**src/rtl/boxavg_pkg.sv**
```systemverilog
`timescale 1ns / 1ps
// ----------------------------------------------------------------------------
// boxavg_pkg
// Shared types, constants and the reciprocal table for the box average
// downsampler.
// ----------------------------------------------------------------------------
package boxavg_pkg;

  // Per-channel running sum in the line store (wraps at 24 bits)
  localparam int SUM_W        = 24;
  // Output height limit and row counter width
  localparam int HEIGHT_LIMIT = 4096;
  // Reciprocal scale: 2^24 / area, rounded up
  localparam int RECIP_W      = 25;
  localparam int RECIP_SHIFT  = 24;
  // Block area s*s, up to 15*15
  localparam int AREA_W       = 8;
  // Dividend width once the saturating case is split off (sum < 256*225)
  localparam int DIVIDEND_W   = 16;
  // Result queue
  localparam int FIFO_DEPTH   = 8;
  localparam int FIFO_AW      = 3;
  // Configuration port
  localparam int CFG_IDX_W    = 2;
  localparam int CFG_DATA_W   = 13;

  typedef enum logic [CFG_IDX_W-1:0] {
    CFG_SCALE  = 2'd0,
    CFG_WIDTH  = 2'd1,
    CFG_HEIGHT = 2'd2
  } cfg_index_t;

  typedef logic [2:0][SUM_W-1:0] sums_t;

  // Word handed from the line store to the divider
  typedef struct packed {
    sums_t sum;
    logic  last;
  } div_in_t;

  // One finished output pixel
  typedef struct packed {
    logic       last;
    logic [7:0] blue;
    logic [7:0] green;
    logic [7:0] red;
  } pix_t;

  // ceil(2^24 / (s*s)) for s = 1..15; exact truncated quotient for
  // dividends below 256*s*s
  function automatic logic [RECIP_W-1:0] recip(input logic [3:0] s);
    logic [RECIP_W-1:0] m;
    unique case (s)
      4'd2:    m = 25'd4194304;
      4'd3:    m = 25'd1864136;
      4'd4:    m = 25'd1048576;
      4'd5:    m = 25'd671089;
      4'd6:    m = 25'd466034;
      4'd7:    m = 25'd342393;
      4'd8:    m = 25'd262144;
      4'd9:    m = 25'd207127;
      4'd10:   m = 25'd167773;
      4'd11:   m = 25'd138655;
      4'd12:   m = 25'd116509;
      4'd13:   m = 25'd99274;
      4'd14:   m = 25'd85599;
      4'd15:   m = 25'd74566;
      default: m = 25'd16777216;
    endcase
    return m;
  endfunction

endpackage

```
**src/rtl/boxavg_div.sv**
```systemverilog
`timescale 1ns / 1ps
// ----------------------------------------------------------------------------
// boxavg_div
// Two-stage divider: block sums divided by s*s through a reciprocal multiply,
// saturating at 255.
// ----------------------------------------------------------------------------
module boxavg_div
  import boxavg_pkg::*;
(
  input  logic               clk,
  input  logic               rst_n,
  input  logic               in_valid,
  input  div_in_t            in_word,
  input  logic [AREA_W-1:0]  area,
  input  logic [RECIP_W-1:0] recip_m,
  output logic               out_valid,
  output pix_t               out_pix,
  output logic [1:0]         occupancy
);

  localparam int PROD_W = DIVIDEND_W + RECIP_W;

  // Stage 1: incoming sums
  logic  v1_r;
  sums_t sum1_r;
  logic  last1_r;

  // Stage 2: products and saturation flags
  logic                         v2_r;
  logic [2:0][PROD_W-1:0]       prod2_r;
  logic [2:0][PROD_W-1:0]       prod2_nxt;
  logic [2:0]                   sat2_r;
  logic [2:0]                   sat2_nxt;
  logic                         last2_r;
  logic [SUM_W-1:0]             thresh;
  logic [2:0][7:0]              q;

  always_ff @(posedge clk) begin
    if (!rst_n) begin
      v1_r <= 1'b0;
      v2_r <= 1'b0;
    end else begin
      v1_r <= in_valid;
      v2_r <= v1_r;
    end
  end

  always_ff @(posedge clk) begin
    sum1_r  <= in_word.sum;
    last1_r <= in_word.last;
    prod2_r <= prod2_nxt;
    sat2_r  <= sat2_nxt;
    last2_r <= last1_r;
  end

  // Anything at or above 256*area averages past 255
  assign thresh = SUM_W'({area, 8'h00});

  always_comb begin
    for (int c = 0; c < 3; c++) begin
      sat2_nxt[c]  = (sum1_r[c] >= thresh);
      prod2_nxt[c] = PROD_W'(sum1_r[c][DIVIDEND_W-1:0]) * PROD_W'(recip_m);
    end
  end

  // Quotient is the byte just above the reciprocal's fraction
  always_comb begin
    for (int c = 0; c < 3; c++) begin
      q[c] = sat2_r[c] ? 8'hFF : prod2_r[c][RECIP_SHIFT +: 8];
    end
  end

  assign out_valid      = v2_r;
  assign out_pix.red    = q[0];
  assign out_pix.green  = q[1];
  assign out_pix.blue   = q[2];
  assign out_pix.last   = last2_r;
  assign occupancy      = {1'b0, v1_r} + {1'b0, v2_r};

endmodule

```
**config.mk**
```make
export PLATFORM = sky130hd
export DESIGN_NAME = boxavg_div
export DESIGN_NICKNAME = d
export VERILOG_FILES = /design/src/rtl/boxavg_pkg.sv /design/src/rtl/boxavg_div.sv
export SDC_FILE = /design/constraint.sdc
export NUM_CORES = 2
export LEC_CHECK = 0
export ABC_CLOCK_PERIOD_IN_PS = 7100
export BUFFER_PORTS_ARGS = -buffer_cell sky130_fd_sc_hd__buf_2
export CAP_MARGIN = 20
export CORE_MARGIN = 4
export CORE_UTILIZATION = 45
export CTS_BUF_LIST = sky130_fd_sc_hd__clkbuf_8
export CTS_CLUSTER_DIAMETER = 30
export DETAILED_ROUTE_END_ITERATION = 7
export SYNTH_ARGS = -nofsm -noshare
export SYNTH_HDL_FRONTEND = slang
export SYNTH_SLANG_ARGS = --single-unit
export TNS_END_PERCENT = 1
```
**constraint.sdc**
```tcl
create_clock -name clk -period 7.1 [get_ports clk]
set_input_delay 1.42 -clock clk [delete_from_list [all_inputs] [get_ports clk]]
set_output_delay 1.42 -clock clk [all_outputs]
set_load 0.05 [all_outputs]
```
After elaboration in Yosys (flattened, before gate mapping) --
Cells that the tools add are included.
Storage, ports and cells: register bits 175, input port bits 109, output and inout port bits 28, word-level logic and storage cells 21
Operators by class: $add $sub $neg 1, multiply operators 3, $lt $le $gt $ge 3, mux-type cells 3
Operators by type and width (number):
- multiplier 16 x 25 -> 32 bit | 3
- greater-or-equal comparator 24 x 16 -> 1 bit | 3
- 2-to-1 mux 8 bit | 3
- adder 1 x 1 -> 2 bit | 1

Depth between registers and ports, before layout --
depth in word-level cells 1, gate-level depth with buffers 24, gate-level depth less buffers 21

Least setup slack after synthesis --
OpenSTA, ideal clock, no wires.
path kind input to register, from in recip_m[22], to reg prod2_r[72] (netlist name), setup time 121 ps, arrival 6788 ps, required time 6979 ps, path slack 191 ps, stages 23, path buffers 2, cell sequence clkbuf_1 clkbuf_1 nand2_1 fa_1 inv_1 fa_1 inv_1 fa_1 inv_1 fa_1 fa_1 inv_1 fa_1 inv_1 ha_1 a21oi_1 o21ai_0 o31ai_1 o211ai_2 a31o_2 nor4_2 nor3_2 xnor2_1
RTL lines:
- start: declaration | RTL line boxavg_div.sv:15 | input logic [RECIP_W-1:0] recip_m,
- end signal: assignment | RTL line boxavg_div.sv:51 | prod2_r <= prod2_nxt;
- end: declaration | RTL line boxavg_div.sv:30 | logic [2:0][PROD_W-1:0] prod2_r;

==> flow_summary.ini <==
[outcome]
status = complete, no violations

[sta]
finalHoldViolCount = 0
skew_ps = 28.9
fmax_mhz = 148
slew_viol_final = 0
tightest_slew_ps = 1070
finalSetupViolCount = 0
setup_ws_ps = 350
period_minus_slack_ps = 6750
tns_ps = 0
rsz0062_at_grt = false
post-route-period-util = 0.951
holdWs_ps = 346
slew_headroom = 0.288

[global_route]
antenna_found_initial = 5
grt_pass1_wl_mm = 148
grt_pass1_vias = 27100
track_usage = 0.234
overflow = 0
grt_max_degree = 29

[synth]
ys_seq_elements = 103
synth_fp_nets = 4996
postSynthAreaPerCell_sq_um = 8.98
synth_compound_area_frac = 0.0285
synth-async-reset-ratio = 0
synthCells = 3791
synth-edff-count = 0
synth-simple-area-share = 0.174
yosys.cell_types.count = 51
yosysWarnings = 0
yosysSeqAreaShare = 0.0606
synth_top_family_by_area = adder cells
synth_ff_type = dfxtp_1
syn_area_sq_um = 34000
synthAdderAreaFrac = 0.591
synth_xor_area_frac = 0.0201
yosys-mux-area-fraction = 0

[floorplan]
initial_core_util = 0.456
ios = 137
core_area_sq_um = 74700
die_w_um = 283
dieArea_sq_um = 80100
die_h_um = 283
rows = 100

[clocking]
ctsResizeCount = 0
clockBufferDepth = 2
cts.htree.levels = 3
clk_pin_slew_ps = 150
numCtsBuffers = 9
cts.sinks = 103
holdBufCountCts = 0
insertion_delay_ps = 480
cts_tree = built
root_buffer = clkbuf_8
post_cts_buffers = 0

[final_layout]
drive_gt1_frac = 0.0983
layout_commonest_cell = inv_1
layout_common_cells = inv_1, fa_1, nand2_1
fillers = 7015
final_cell_area_sq_um = 37400
nNetsFinal = 5135
area_delta_synth_final_pct = 9.76

[pwr]
p_per_area_nw_per_um2 = 524
power_mw = 19.6
irDropWorstVdd_v = 0.000539
leakagePower_nw = 19.0

[place]
place_congestion = 0.842
port_buffers = 136
place_ws_ps = -75.2
place.detailed.hpwl_mm = 74.0
placed_cell_area_sq_um = 37100

[critical_path]
critPathKind = in2reg
crit_fanout = 5
crit_arrival_ps = 7140
cp-start-kind = primary input
worstReg2RegEnd = prod2_r[69]
crit_path_end = prod2_r[69]
r2r_slack_ps = 680
crit_path_end_kind = register
crit_path_start = recip_m[7]
reg2reg_depth = 21
r2r_start = sum1_r[35]
worstPathRequired_ps = 7490

[drt]
dr.pass1.iters = 7
wirelength_mm = 88.8
viasPerCell = 5.00
drt_iter0_markers = 1347
via_count = 24500
remaining_drc_errors = 0
wire_per_inst_um = 18.1
drtAntennaViolNets = 0

[worst_hold_path]
hold_path.class = reg2reg

[job]
cap_violations = 0
## layout make-up
type	instances	area (sq um)	share of cell area
antenna	1	2.50	0.0000670
inverter	929	3490	0.0933
sequential	103	2060	0.0552
clock buffer	9	124	0.00332
timing repair buffer	337	2670	0.0715
multi-input combinational	2550	27700	0.742
tap	969	1210	0.0325
clock inverter	7	93.8	0.00251
## worst min path at each step
stage | endpoint | cells after the start | slack (ps) | from
6_report | last2_r | 0 | 350 | last1_r
4_1_cts | last2_r | 0 | 350 | last1_r
3_5_place_dp | last2_r | 0 | 320 | last1_r
3_3_place_gp | last2_r | 0 | 310 | last1_r
2_1_floorplan | last2_r | 0 | 310 | last1_r
5_1_grt | last2_r | 0 | 360 | last1_r
## flip-flops by register name, summed over array words and instances (netlist names)
register,flops
sat2_r,3
prod2_r,24
last2_r,1
last1_r,1
out_valid,1
sum1_r,72
v1_r,1
## power by group
part	leakage [nW]	switching, mW	internal [mW]
Combinational	18.0	9.71	8.46
Clock	0.108	0.317	0.148
Sequential	0.868	0.0922	0.835
Total	19.0	10.1	9.44
## cell usage after synthesis, types with 6 or more instances
cell      count  area, sq um
nor3_1       11         55.1
o21ai_1       6         30.0
ha_1        241         3020
o21ai_0      23          115
a21o_1       17          128
fa_1        855        17100
nand4_1      13         81.3
o21a_1        7         52.6
dfxtp_1     103         2060
or2_2        24          150
a21oi_1      49          245
and2_1      429         2680
clkbuf_1    203          762
a211oi_1     11         82.6
nand2_1     686         2570
nand3_1       6         30.0
nor4_1       10         62.6
xnor2_1      56          490
nor2_1       21         78.8
inv_1       929         3490
xor2_1       22          193
## cells by family after synthesis
group / count (synthesis)
xor gates and xnor gates: 78
DFF: 103
and+or+nand+nor: 1225
buffers and inverters: 1138
AOI/OAI and AO/OA: 151
adders and majority gates: 1096
## layer usage
layer  wire length, um  GRT usage
met5                45          0
met4              2230     0.0579
met3              5600     0.0419
met2             42000      0.386
met1             39000      0.322
## critical path: stages
cell and delay [ps]:
buf_2 270, nand2_1 170, fa_1 560, inv_1 50, fa_1 500, inv_1 50, fa_1 520, inv_1 50
fa_1 470, fa_1 490, inv_1 50, fa_1 480, inv_1 40, ha_1 290, a211oi_1 300, o21ai_0 130
o31ai_1 290, buf_4 180, o211ai_2 80, buf_4 160, o21a_1 200, nor3_1 310, nor2_1 70
## stage by stage
| step | std cells | util |
|---|---|---|
| after floorplan | 3791 | - |
| after global placement | 4887 | 0.497 |
| after detailed placement | 4888 | 0.497 |
| after CTS | 4904 | 0.500 |
| after global routing | 4905 | 0.500 |
| final | 4905 | 0.500 |
No activity file was read; power rests on OpenSTA's default activity.
