$ cat config.mk
export PLATFORM = sky130hd
export DESIGN_NAME = boxavg_ram
export DESIGN_NICKNAME = d
export VERILOG_FILES = /design/src/rtl/boxavg_ram.sv
export SDC_FILE = /design/constraint.sdc
export NUM_CORES = 1
export LEC_CHECK = 0
export BUFFER_PORTS_ARGS = -buffer_cell sky130_fd_sc_hd__buf_2
export CAP_MARGIN = 30
export CELL_PAD_IN_SITES_DETAIL_PLACEMENT = 0
export CELL_PAD_IN_SITES_GLOBAL_PLACEMENT = 2
export CORE_MARGIN = 2
export CORE_UTILIZATION = 29
export DETAILED_ROUTE_END_ITERATION = 8
export PLACE_DENSITY = 0.53
export SLEW_MARGIN = 15
export SYNTH_ARGS = -nofsm -noshare
export SYNTH_HDL_FRONTEND = slang
export SYNTH_SLANG_ARGS = --single-unit
$ cat constraint.sdc
create_clock -name clk -period 1.85 [get_ports clk]
set_clock_uncertainty 0.2 [all_clocks]
set_input_delay 0.2775 -clock clk [delete_from_list [all_inputs] [get_ports clk]]
set_output_delay 0.2775 -clock clk [all_outputs]
set_load 0.005 [all_outputs]
$ cat src/rtl/boxavg_ram.sv
`timescale 1ns / 1ps
// ----------------------------------------------------------------------------
// boxavg_ram
// Simple dual-port RAM: one write port, one read port, registered read data,
// read-first on a same-address collision.
// ----------------------------------------------------------------------------
module boxavg_ram #(
  parameter int WIDTH = 8,
  parameter int DEPTH = 16,
  localparam int AW = (DEPTH > 1) ? $clog2(DEPTH) : 1
) (
  input  logic             clk,
  input  logic             we,
  input  logic [AW-1:0]    waddr,
  input  logic [WIDTH-1:0] wdata,
  input  logic             re,
  input  logic [AW-1:0]    raddr,
  output logic [WIDTH-1:0] rdata
);

  logic [WIDTH-1:0] mem [DEPTH];
  logic [WIDTH-1:0] rdata_r;

  always_ff @(posedge clk) begin
    if (we) begin
      mem[waddr] <= wdata;
    end
    if (re) begin
      rdata_r <= mem[raddr];
    end
  end

  assign rdata = rdata_r;

endmodule

# Word-level counts from Yosys, hierarchy flattened
# Memories as Yosys holds them, arrays and structs flattened. A register that Yosys moved wholly into a read port is not among the register bits.
# Index checks and enable logic that the tools add are counted.
dict set report op_classes {
  muxes 2
}
# op n
set ops {}
lappend ops {{1-bit two-way mux} 2}
dict set report word_totals {
  regBits 0
  ramBits 128
  input_bits 19
  output_inout_bits 8
  elab_cells 3
  n_memories 1
}
# memory words word_bits rd rd_clocked_by_memory_dff wr line
set memory_table {}
lappend memory_table {mem 16 8 1 1 1 21} ;# logic [WIDTH-1:0] mem [DEPTH];

# Depth between registers and ports, before layout
# Gate-level depths: netlist of run 1.
dict set report logic_depth {
  ltp_word 2
  depth_mapped 5
}

# Worst setup path before layout of run 1
# Ideal clock, no wire load.
dict set report synth_timing {
  kind {input -> register}
  from {input waddr[2]}
  to {memory mem[0][0], enable pin}
  setup_ns 0.383
  arrival_ns 1.387
  setup_slack_ns -0.120
  stages 2
  path_buffers 0
  path_cell_list {or3b_2 > nor3_1}
}
# item line
set synth_lines {}
lappend synth_lines {{start, declared} 14} ;# input logic [AW-1:0] waddr,
lappend synth_lines {{end, declared} 21}
# Straight into the memory's write port.

==> impl_metrics.env, run 1 <==
export IMPL_status="finished clean"
export IMPL_grt_usage_pct=12.2
export IMPL_setup_tns_final_ps=0
export IMPL_grt_pass1_vias=2649
export IMPL_cellPowerDensity_mw_per_mm2=1050
export IMPL_reg2reg_from="mem[3][4]"
export IMPL_die_area_sq_mm=0.0191
export IMPL_wl_per_cell_um=20.5
export IMPL_routed_wl_um=11000
export IMPL_syn_nets=248
export IMPL_synth_top_family_by_area="multiplexers"
export IMPL_fp_dieH_um=138
export IMPL_grt_ovfl_total=0
export IMPL_path_clk_slew_ps=60
export IMPL_crit_type="reg -> reg"
export IMPL_ys_warn_count=0
export IMPL_startpoint="mem[3][4]"
export IMPL_slew_violations=0
export IMPL_place_gp_congestion=0.678
export IMPL_cp_end_kind="flop"
export IMPL_slew_limit_headroom_pct=48.7
export IMPL_antenna_found_initial=0
export IMPL_ys_types=18
export IMPL_cts_tree="built"
export IMPL_holdPathStages=1
export IMPL_vias=2476
export IMPL_dp_cells=506
export IMPL_cts_root_buf="clkbuf_16"
export IMPL_numCtsBuffers=17
export IMPL_synthAdderAreaFrac_pct=0
export IMPL_syn_instance_count=229
export IMPL_grt_pass1_wl_um=16600
export IMPL_grt_util_met3_pct=3.43
export IMPL_layout_drive_gt1_share_pct=32.1
export IMPL_synth_xor_area_share_pct=0
export IMPL_grt_max_degree=17
export IMPL_cts_hold_buf=0
export IMPL_worstPathArrival_ps=1660
export IMPL_dpl_hpwl_um=7490
export IMPL_htreeDepth=4
export IMPL_cts_sinks=136
export IMPL_whs_ps=38.5
export IMPL_finalCriticalPeriod_ps=1710
export IMPL_finalHoldViolations=0
export IMPL_final_period_utilization_pct=92.4
export IMPL_drcViolationCount=0
export IMPL_rsz0062_at_grt="no"
export IMPL_fmax_mhz=585
export IMPL_drt_pass1_iterations=4
export IMPL_port_buffers=26
export IMPL_hold_path_class="in -> reg"
export IMPL_tightest_slew_ps=766
export IMPL_start_kind="flop"
export IMPL_holdCritStartpoint="re"
export IMPL_start_util_pct=29.3
export IMPL_clk_latency_ps=420
export IMPL_synthMuxAreaShare_pct=14.8
export IMPL_cts_resized=0
export IMPL_seq_area_frac_synth_pct=78.1
export IMPL_syn_area_per_cell_sq_um=22.8
export IMPL_synthSimpleGateAreaFrac_pct=3.14
export IMPL_drv_cap=0
export IMPL_grt_util_met1_pct=16.1
export IMPL_top_usage_layer="met2"
export IMPL_required_ps=1800
export IMPL_syn_area_sq_mm=0.00523
export IMPL_nFillCells=1657
export IMPL_n_antenna_cell=0
export IMPL_antenna_left=0
export IMPL_cts_setup_buffers=0
export IMPL_p_leak_nw=2.13
export IMPL_clockBufferDepth=2
export IMPL_finalNetCount=315
export IMPL_dieWidth_um=138
export IMPL_crit_fanout=1
export IMPL_post_drt_via_cell_ratio=4.61
export IMPL_layout_cells_non_filler=537
export IMPL_core_area_sq_mm=0.0178
export IMPL_reg2regPathDepth=3
export IMPL_final_setup_viol_count=0
export IMPL_design_portCount=27
export IMPL_rows=49
export IMPL_vdd_drop_max_uv=639
export IMPL_gr_usage_met2_pct=19.3
export IMPL_area_delta_synth_final_pct=21.0
export IMPL_synth_seq_cells=136
export IMPL_synth_compound_area_share_pct=2.30
export IMPL_drt_iter0_markers=196
## cells in the mapped netlist (all sizes together)
cell type	instances	area (sq um)
edfxtp	136	4080
mux4	32	773
a22oi	16	120
nor2	13	48.8
nand2	9	33.8
buf	7	56.3
nor3	4	20.0
clkdlybuf4s25	3	30.0
nand2b	2	12.5
nand3b	2	15.0
and2	1	6.26
and2b	1	7.51
nand3	1	5.00
nor2b	1	6.26
or3b	1	8.76
## metrics by stage
| step | power, mW | utilization (%) | cell area (sq um) | setup WS [ps] |
|---|---|---|---|---|
| final | 6.64 | 35.4 | 6320 | 140 |
| after global placement | 3.91 | 32.7 | 5840 | -279 |
| after floorplan | 3.73 | - | 5230 | 90.1 |
| after global routing | 6.89 | 35.4 | 6320 | 83.3 |
| after CTS | 6.72 | 35.4 | 6320 | 142 |
| after detailed placement | 3.92 | 32.7 | 5840 | -261 |
## metal layers
layer | vias up | wire length (um) | share of wire [%]
met1 | 1293 | 5160 | 47
met5 | - | 0 | 0
met3 | 15 | 374 | 3.4
li1 | 1112 | - | -
met4 | 0 | 167 | 1.5
met2 | 56 | 5280 | 48
## worst max-delay path, stage by stage (launching register included)
cell      delay [ps]
edfxtp_1         360
mux4_2           460
a22oi_1          330
nand2_1          110
## registers in the layout (all words and copies together) (netlist names)
| signal | cells |
|---|---|
| mem | 128 |
| rdata | 8 |
## cell usage in the layout, fill, tap and decap left out, drive strengths merged, types with 2 or more instances in the layout
cell    netlist  layout
edfxtp      136     136
clkbuf        0      25
nor3          4       4
nor2         13      13
nand3b        2       2
buf           7      58
clkinv        0       6
nand2b        2       2
mux4         32      32
nand2         9       9
a22oi        16      16
## final cells by class
cell class,instances,area [sq um],area share [%]
clock buffer,25,455,7.20
clock inverter,6,27.5,0.435
multi-input combinational,83,1060,16.8
sequential,136,4080,64.6
tap,229,287,4.53
timing repair buffer,58,408,6.45
## logic make-up after synthesis
group,count (synthesis)
buffers and inverters,10
muxes,32
AOI/OAI and AO/OA,16
DFF,136
and+or+nand+nor,35
## power breakdown
part,total (mW),internal (mW),switching [mW]
sequential,3.49,3.48,0.0177
combinational,0.349,0.157,0.192
clock,2.80,1.68,1.12
## worst paths after layout
| kind | endpoint | slack [ps] |
|---|---|---|
| setup / recovery | rdata[4] | 140 |
| hold / removal | rdata[5] | 40 |
| setup reg to reg | rdata[4] | 140 |
| hold reg to reg | rdata[2] | 560 |
Note: power is estimated with default switching activity, not from simulation.
==> run 2: changes to the inputs <==
--- a/config.mk
+++ b/config.mk
@@ -9,7 +9,7 @@
 export CAP_MARGIN = 30
 export CELL_PAD_IN_SITES_DETAIL_PLACEMENT = 0
 export CELL_PAD_IN_SITES_GLOBAL_PLACEMENT = 2
-export CORE_MARGIN = 2
+export CORE_MARGIN = 3
 export CORE_UTILIZATION = 29
 export DETAILED_ROUTE_END_ITERATION = 8
 export PLACE_DENSITY = 0.53
==> run 2 against run 1 <==
Against the previous run:
- worst hold slack lost 4.4 ps
- via count decreased by 1.6%
- combinational power about the same
- highest routed layer unchanged
- critical path type unchanged
- critical path depth stayed put
- total power is 18% higher
- critical endpoint unchanged
- die area is 2.9% higher
- largest power group is now the clock network
==> impl_metrics.env, run 2 (synthesis results as in run 1) <==
export IMPL_status="finished clean"
export IMPL_dieWidth_um=140
export IMPL_hold_path_class="in -> reg"
export IMPL_layout_drive_gt1_share_pct=35.6
export IMPL_cp_end_kind="flop"
export IMPL_path_cells="mux4_2 > a22oi_1 > nand2_1"
export IMPL_p_leak_nw=2.26
export IMPL_die_area_sq_mm=0.0197
export IMPL_cts_setup_buffers=0
export IMPL_vdd_drop_max_uv=695
export IMPL_antenna_found_initial=0
export IMPL_slew_violations=0
export IMPL_cts_resized=0
export IMPL_dpl_hpwl_um=7340
export IMPL_cellPowerDensity_mw_per_mm2=1190
export IMPL_crit_fanout=1
export IMPL_rows=48
export IMPL_place_gp_congestion=0.696
export IMPL_final_setup_viol_count=0
export IMPL_grt_max_degree=17
export IMPL_core_area_sq_mm=0.0175
export IMPL_numCtsBuffers=17
export IMPL_path_clk_slew_ps=60
export IMPL_finalNetCount=318
export IMPL_setup_tns_final_ps=0
export IMPL_finalPower_mw=7.82
export IMPL_finalCriticalPeriod_ps=1720
export IMPL_area_delta_synth_final_pct=26.0
export IMPL_antenna_left=0
export IMPL_slew_limit_headroom_pct=46.7
export IMPL_grt_pass1_vias=2635
export IMPL_drt_pass1_iterations=4
export IMPL_critPathBufInv=0
export IMPL_largest_register="mem"
export IMPL_routed_wl_um=10700
export IMPL_tightest_slew_ps=799
export IMPL_drv_cap=0
export IMPL_crit_path_max_incr_delay_ps=470
export IMPL_start_util_pct=29.9
export IMPL_regArea_sq_mm=0.00408
export IMPL_worstPathArrival_ps=1670
export IMPL_mostFrequentLayoutCells="edfxtp_1, buf_4, buf_2"
export IMPL_wl_per_cell_um=19.9
export IMPL_clk_latency_ps=420
export IMPL_crit_type="reg -> reg"
export IMPL_final_util_pct=37.7
export IMPL_multi_input_area_sq_mm=0.00106
export IMPL_rsz0062_at_grt="no"
export IMPL_grt_ovfl_total=0
export IMPL_largest_reg_flops=128
export IMPL_final_period_utilization_pct=92.8
export IMPL_nFillCells=1569
export IMPL_cts_hold_buf=0
export IMPL_cts_root_buf="clkbuf_16"
export IMPL_required_ps=1800
export IMPL_design_portCount=27
export IMPL_dpl_instance_area_sq_mm=0.00588
export IMPL_grt_pass1_wl_um=16600
export IMPL_drt_iter0_markers=150
export IMPL_grt_usage_pct=11.9
export IMPL_clockBufferDepth=2
export IMPL_post_drt_via_cell_ratio=4.54
export IMPL_cts_sinks=136
export IMPL_path_delay_family="multiplexers"
export IMPL_layout_commonest_cell="edfxtp_1"
export IMPL_drcViolationCount=0
export IMPL_cts_tree="built"
export IMPL_fp_dieH_um=140
export IMPL_cpMaxStageDelayCell="mux4_2"
export IMPL_start_kind="flop"
export IMPL_fmax_mhz=583
export IMPL_vias=2436
export IMPL_port_buffers=26
export IMPL_finalHoldViolations=0
export IMPL_htreeDepth=4
export IMPL_fin_area_sq_mm=0.00659
export IMPL_n_antenna_cell=0
-- run 2: cell count changes in the layout (fill, tap and decap cells not counted), sizes merged --
cell and change:
buf +3, bufinv +8, clkbuf -8, clkinvlp +1
-- run 2: layout make-up --
class,instances,area share [%]
sequential,136,62.0
multi-input combinational,83,16.1
timing repair buffer,61,6.91
clock buffer,17,6.46
tap,225,4.27
clock inverter,15,4.24
-- run 2: routing by layer --
layer | part of all wire (%) | track usage, %
met4 | 1.8 | 5.35
met3 | 3.8 | 3.89
met1 | 48 | 16.2
met5 | 0 | 0
met2 | 46 | 17.3
-- run 2: power breakdown --
group | internal, mW | total [mW] | switching [mW] | leakage, nW
registers | 3.47 | 3.49 | 0.0163 | 1.24
clock network | 2.78 | 3.98 | 1.20 | 0.342
logic | 0.162 | 0.352 | 0.189 | 0.677
-- run 2: metrics by stage --
step           hold WS [ps]  setup slack (ps)  std cells
4_1_cts                20.5               114        537
6_report               34.1               134        537
3_3_place_gp            464              -308        505
3_5_place_dp            466              -297        505
5_1_grt                20.0              21.6        537
2_1_floorplan           176              90.1        229
-- run 2: final timing paths --
kind / startpoint / endpoint / slack, ps / cells after the start
setup / recovery: mem[3][4] / rdata[4] / 130 / 3
hold / removal: re / rdata[2] / 30 / 1
setup reg to reg: mem[3][4] / rdata[4] / 130 / 3
hold reg to reg: mem[13][1] / rdata[1] / 560 / 3
-- run 2: worst register-to-register path, cell delays in order, from the launching register on --
cell      delay, ps
edfxtp_1        360
mux4_2          470
a22oi_1         290
nand2_1         130
==> run 3: changes to the inputs <==
--- a/config.mk
+++ b/config.mk
@@ -13,6 +13,7 @@
 export CORE_UTILIZATION = 29
 export DETAILED_ROUTE_END_ITERATION = 8
 export PLACE_DENSITY = 0.53
+export REMOVE_ABC_BUFFERS = 1
 export SLEW_MARGIN = 15
 export SYNTH_ARGS = -nofsm -noshare
 export SYNTH_HDL_FRONTEND = slang
==> run 3 against run 2 <==
Against the previous run:
- worst hold slack improved by 18 ps
- clock-buffer cell count up 7
- largest power group is now sequential cells
- worst setup slack lost 4.6 ps
- utilization fell by 1.7 points
- sequential power about the same
- clock power down 31%
- die area did not move
- largest cell class unchanged
- register-to-register slack is essentially flat
- total power decreased by 16%
- combinational power fell by 5%
- sequential share of layout area is 3.0 points higher
- critical endpoint unchanged
- global-route usage about the same
==> impl_metrics.env, run 3 (synthesis results as in run 1) <==
export IMPL_status="finished clean"
export IMPL_vdd_drop_max_uv=662
export IMPL_tightest_slew_ps=767
export IMPL_required_ps=1800
export IMPL_post_drt_via_cell_ratio=4.62
export IMPL_wl_per_cell_um=20.5
export IMPL_start_kind="flop"
export IMPL_final_period_utilization_pct=93.0
export IMPL_place_gp_congestion=0.661
export IMPL_cts_root_buf="clkbuf_16"
export IMPL_drt_pass1_iterations=4
export IMPL_cts_sinks=136
export IMPL_dieWidth_um=140
export IMPL_multi_input_area_sq_mm=0.00106
export IMPL_numCtsBuffers=17
export IMPL_drv_cap=0
export IMPL_hold_path_class="in -> reg"
export IMPL_grt_pass1_wl_um=16700
export IMPL_cp_end_kind="flop"
export IMPL_drt_iter0_markers=136
export IMPL_slew_limit_headroom_pct=48.7
export IMPL_cellPowerDensity_mw_per_mm2=1050
export IMPL_largest_register="mem"
export IMPL_rsz0062_at_grt="no"
export IMPL_htreeDepth=4
export IMPL_clk_latency_ps=410
export IMPL_crit_fanout=1
export IMPL_start_util_pct=29.9
export IMPL_antenna_left=0
export IMPL_vias=2443
export IMPL_final_util_pct=35.9
export IMPL_core_area_sq_mm=0.0175
export IMPL_regArea_sq_mm=0.00408
export IMPL_dp_slack_ps=-292
export IMPL_cts_setup_buffers=0
export IMPL_p_leak_nw=2.10
export IMPL_grt_max_degree=23
export IMPL_port_buffers=26
export IMPL_grt_pass1_vias=2701
export IMPL_cts_hold_buf=0
export IMPL_n_antenna_cell=0
export IMPL_dpl_instance_area_sq_mm=0.00580
export IMPL_timing_final_ws_setup_ps=129
export IMPL_layout_commonest_cell="edfxtp_1"
export IMPL_crit_type="reg -> reg"
export IMPL_die_area_sq_mm=0.0197
export IMPL_finalCriticalPeriod_ps=1720
export IMPL_slew_violations=0
export IMPL_final_setup_viol_count=0
export IMPL_cts_tree="built"
export IMPL_dpl_hpwl_um=7390
export IMPL_area_delta_synth_final_pct=20.2
export IMPL_layout_drive_gt1_share_pct=30.6
export IMPL_finalHoldViolations=0
export IMPL_fp_dieH_um=140
export IMPL_antenna_found_initial=0
export IMPL_drcViolationCount=0
export IMPL_fmax_mhz=581
export IMPL_design_portCount=27
export IMPL_path_clk_slew_ps=50
export IMPL_grt_ovfl_total=0
export IMPL_mostFrequentLayoutCells="edfxtp_1, buf_2, buf_4"
export IMPL_fin_area_sq_mm=0.00628
export IMPL_grt_usage_pct=11.9
export IMPL_largest_reg_flops=128
export IMPL_rows=48
export IMPL_cts_resized=0
export IMPL_nFillCells=1618
export IMPL_finalNetCount=311
export IMPL_routed_wl_um=10800
export IMPL_worstPathArrival_ps=1670
export IMPL_clockBufferDepth=2
==> run 3: changes by cell type in the layout (fill, tap and decap cells not counted), moves of 2 or more <==
cell and change:
clkinv_1 +2, buf_4 -5, bufinv_16 -8, clkbuf_1 +7
buf_12 -2
==> run 3: critical path: stages (launching register included) <==
cell and delay, ps:
edfxtp_1 360, mux4_1 510, a22oi_1 310, nand2_1 80
==> run 3: per-stage QoR <==
step | total power, mW | std cells | TNS, ps | hold slack [ps]
2_1_floorplan | 3.69 | 219 | -963 | 176
5_1_grt | 6.86 | 529 | 0 | 51.1
3_5_place_dp | 3.91 | 498 | -1550 | 482
4_1_cts | 6.69 | 529 | 0 | 35.6
6_report | 6.60 | 529 | 0 | 51.7
3_3_place_gp | 3.90 | 498 | -1510 | 475
==> run 3: metal layers <==
metal	wire length (um)	GRT usage [%]
met3	418	2.77
met1	4790	15.5
met2	5440	19.0
met4	179	5.35
met5	0	0
==> run 3: area by class of cell <==
class                           instances  share of cell area, %
Timing Repair Buffer                   54                   6.01
Multi-Input combinational cell         83                   16.8
Clock buffer                           24                   7.19
Tap cell                              225                   4.48
Clock inverter                          7                  0.478
Sequential cell                       136                   65.0
==> run 3: worst paths after layout <==
check,from,cells past startpoint,to,slack [ps]
setup / recovery,mem[10][4],3,rdata[4],130
hold / removal,wdata[3],1,mem[4][3],50
setup reg to reg,mem[10][4],3,rdata[4],130
hold reg to reg,mem[4][2],3,rdata[2],540
==> run 3: where the power goes <==
group          internal [mW]  total, mW  switching, mW  leakage [nW]
clock                   1.67       2.76           1.09         0.236
combinational          0.150      0.336          0.186         0.632
sequential              3.48       3.50         0.0193          1.24
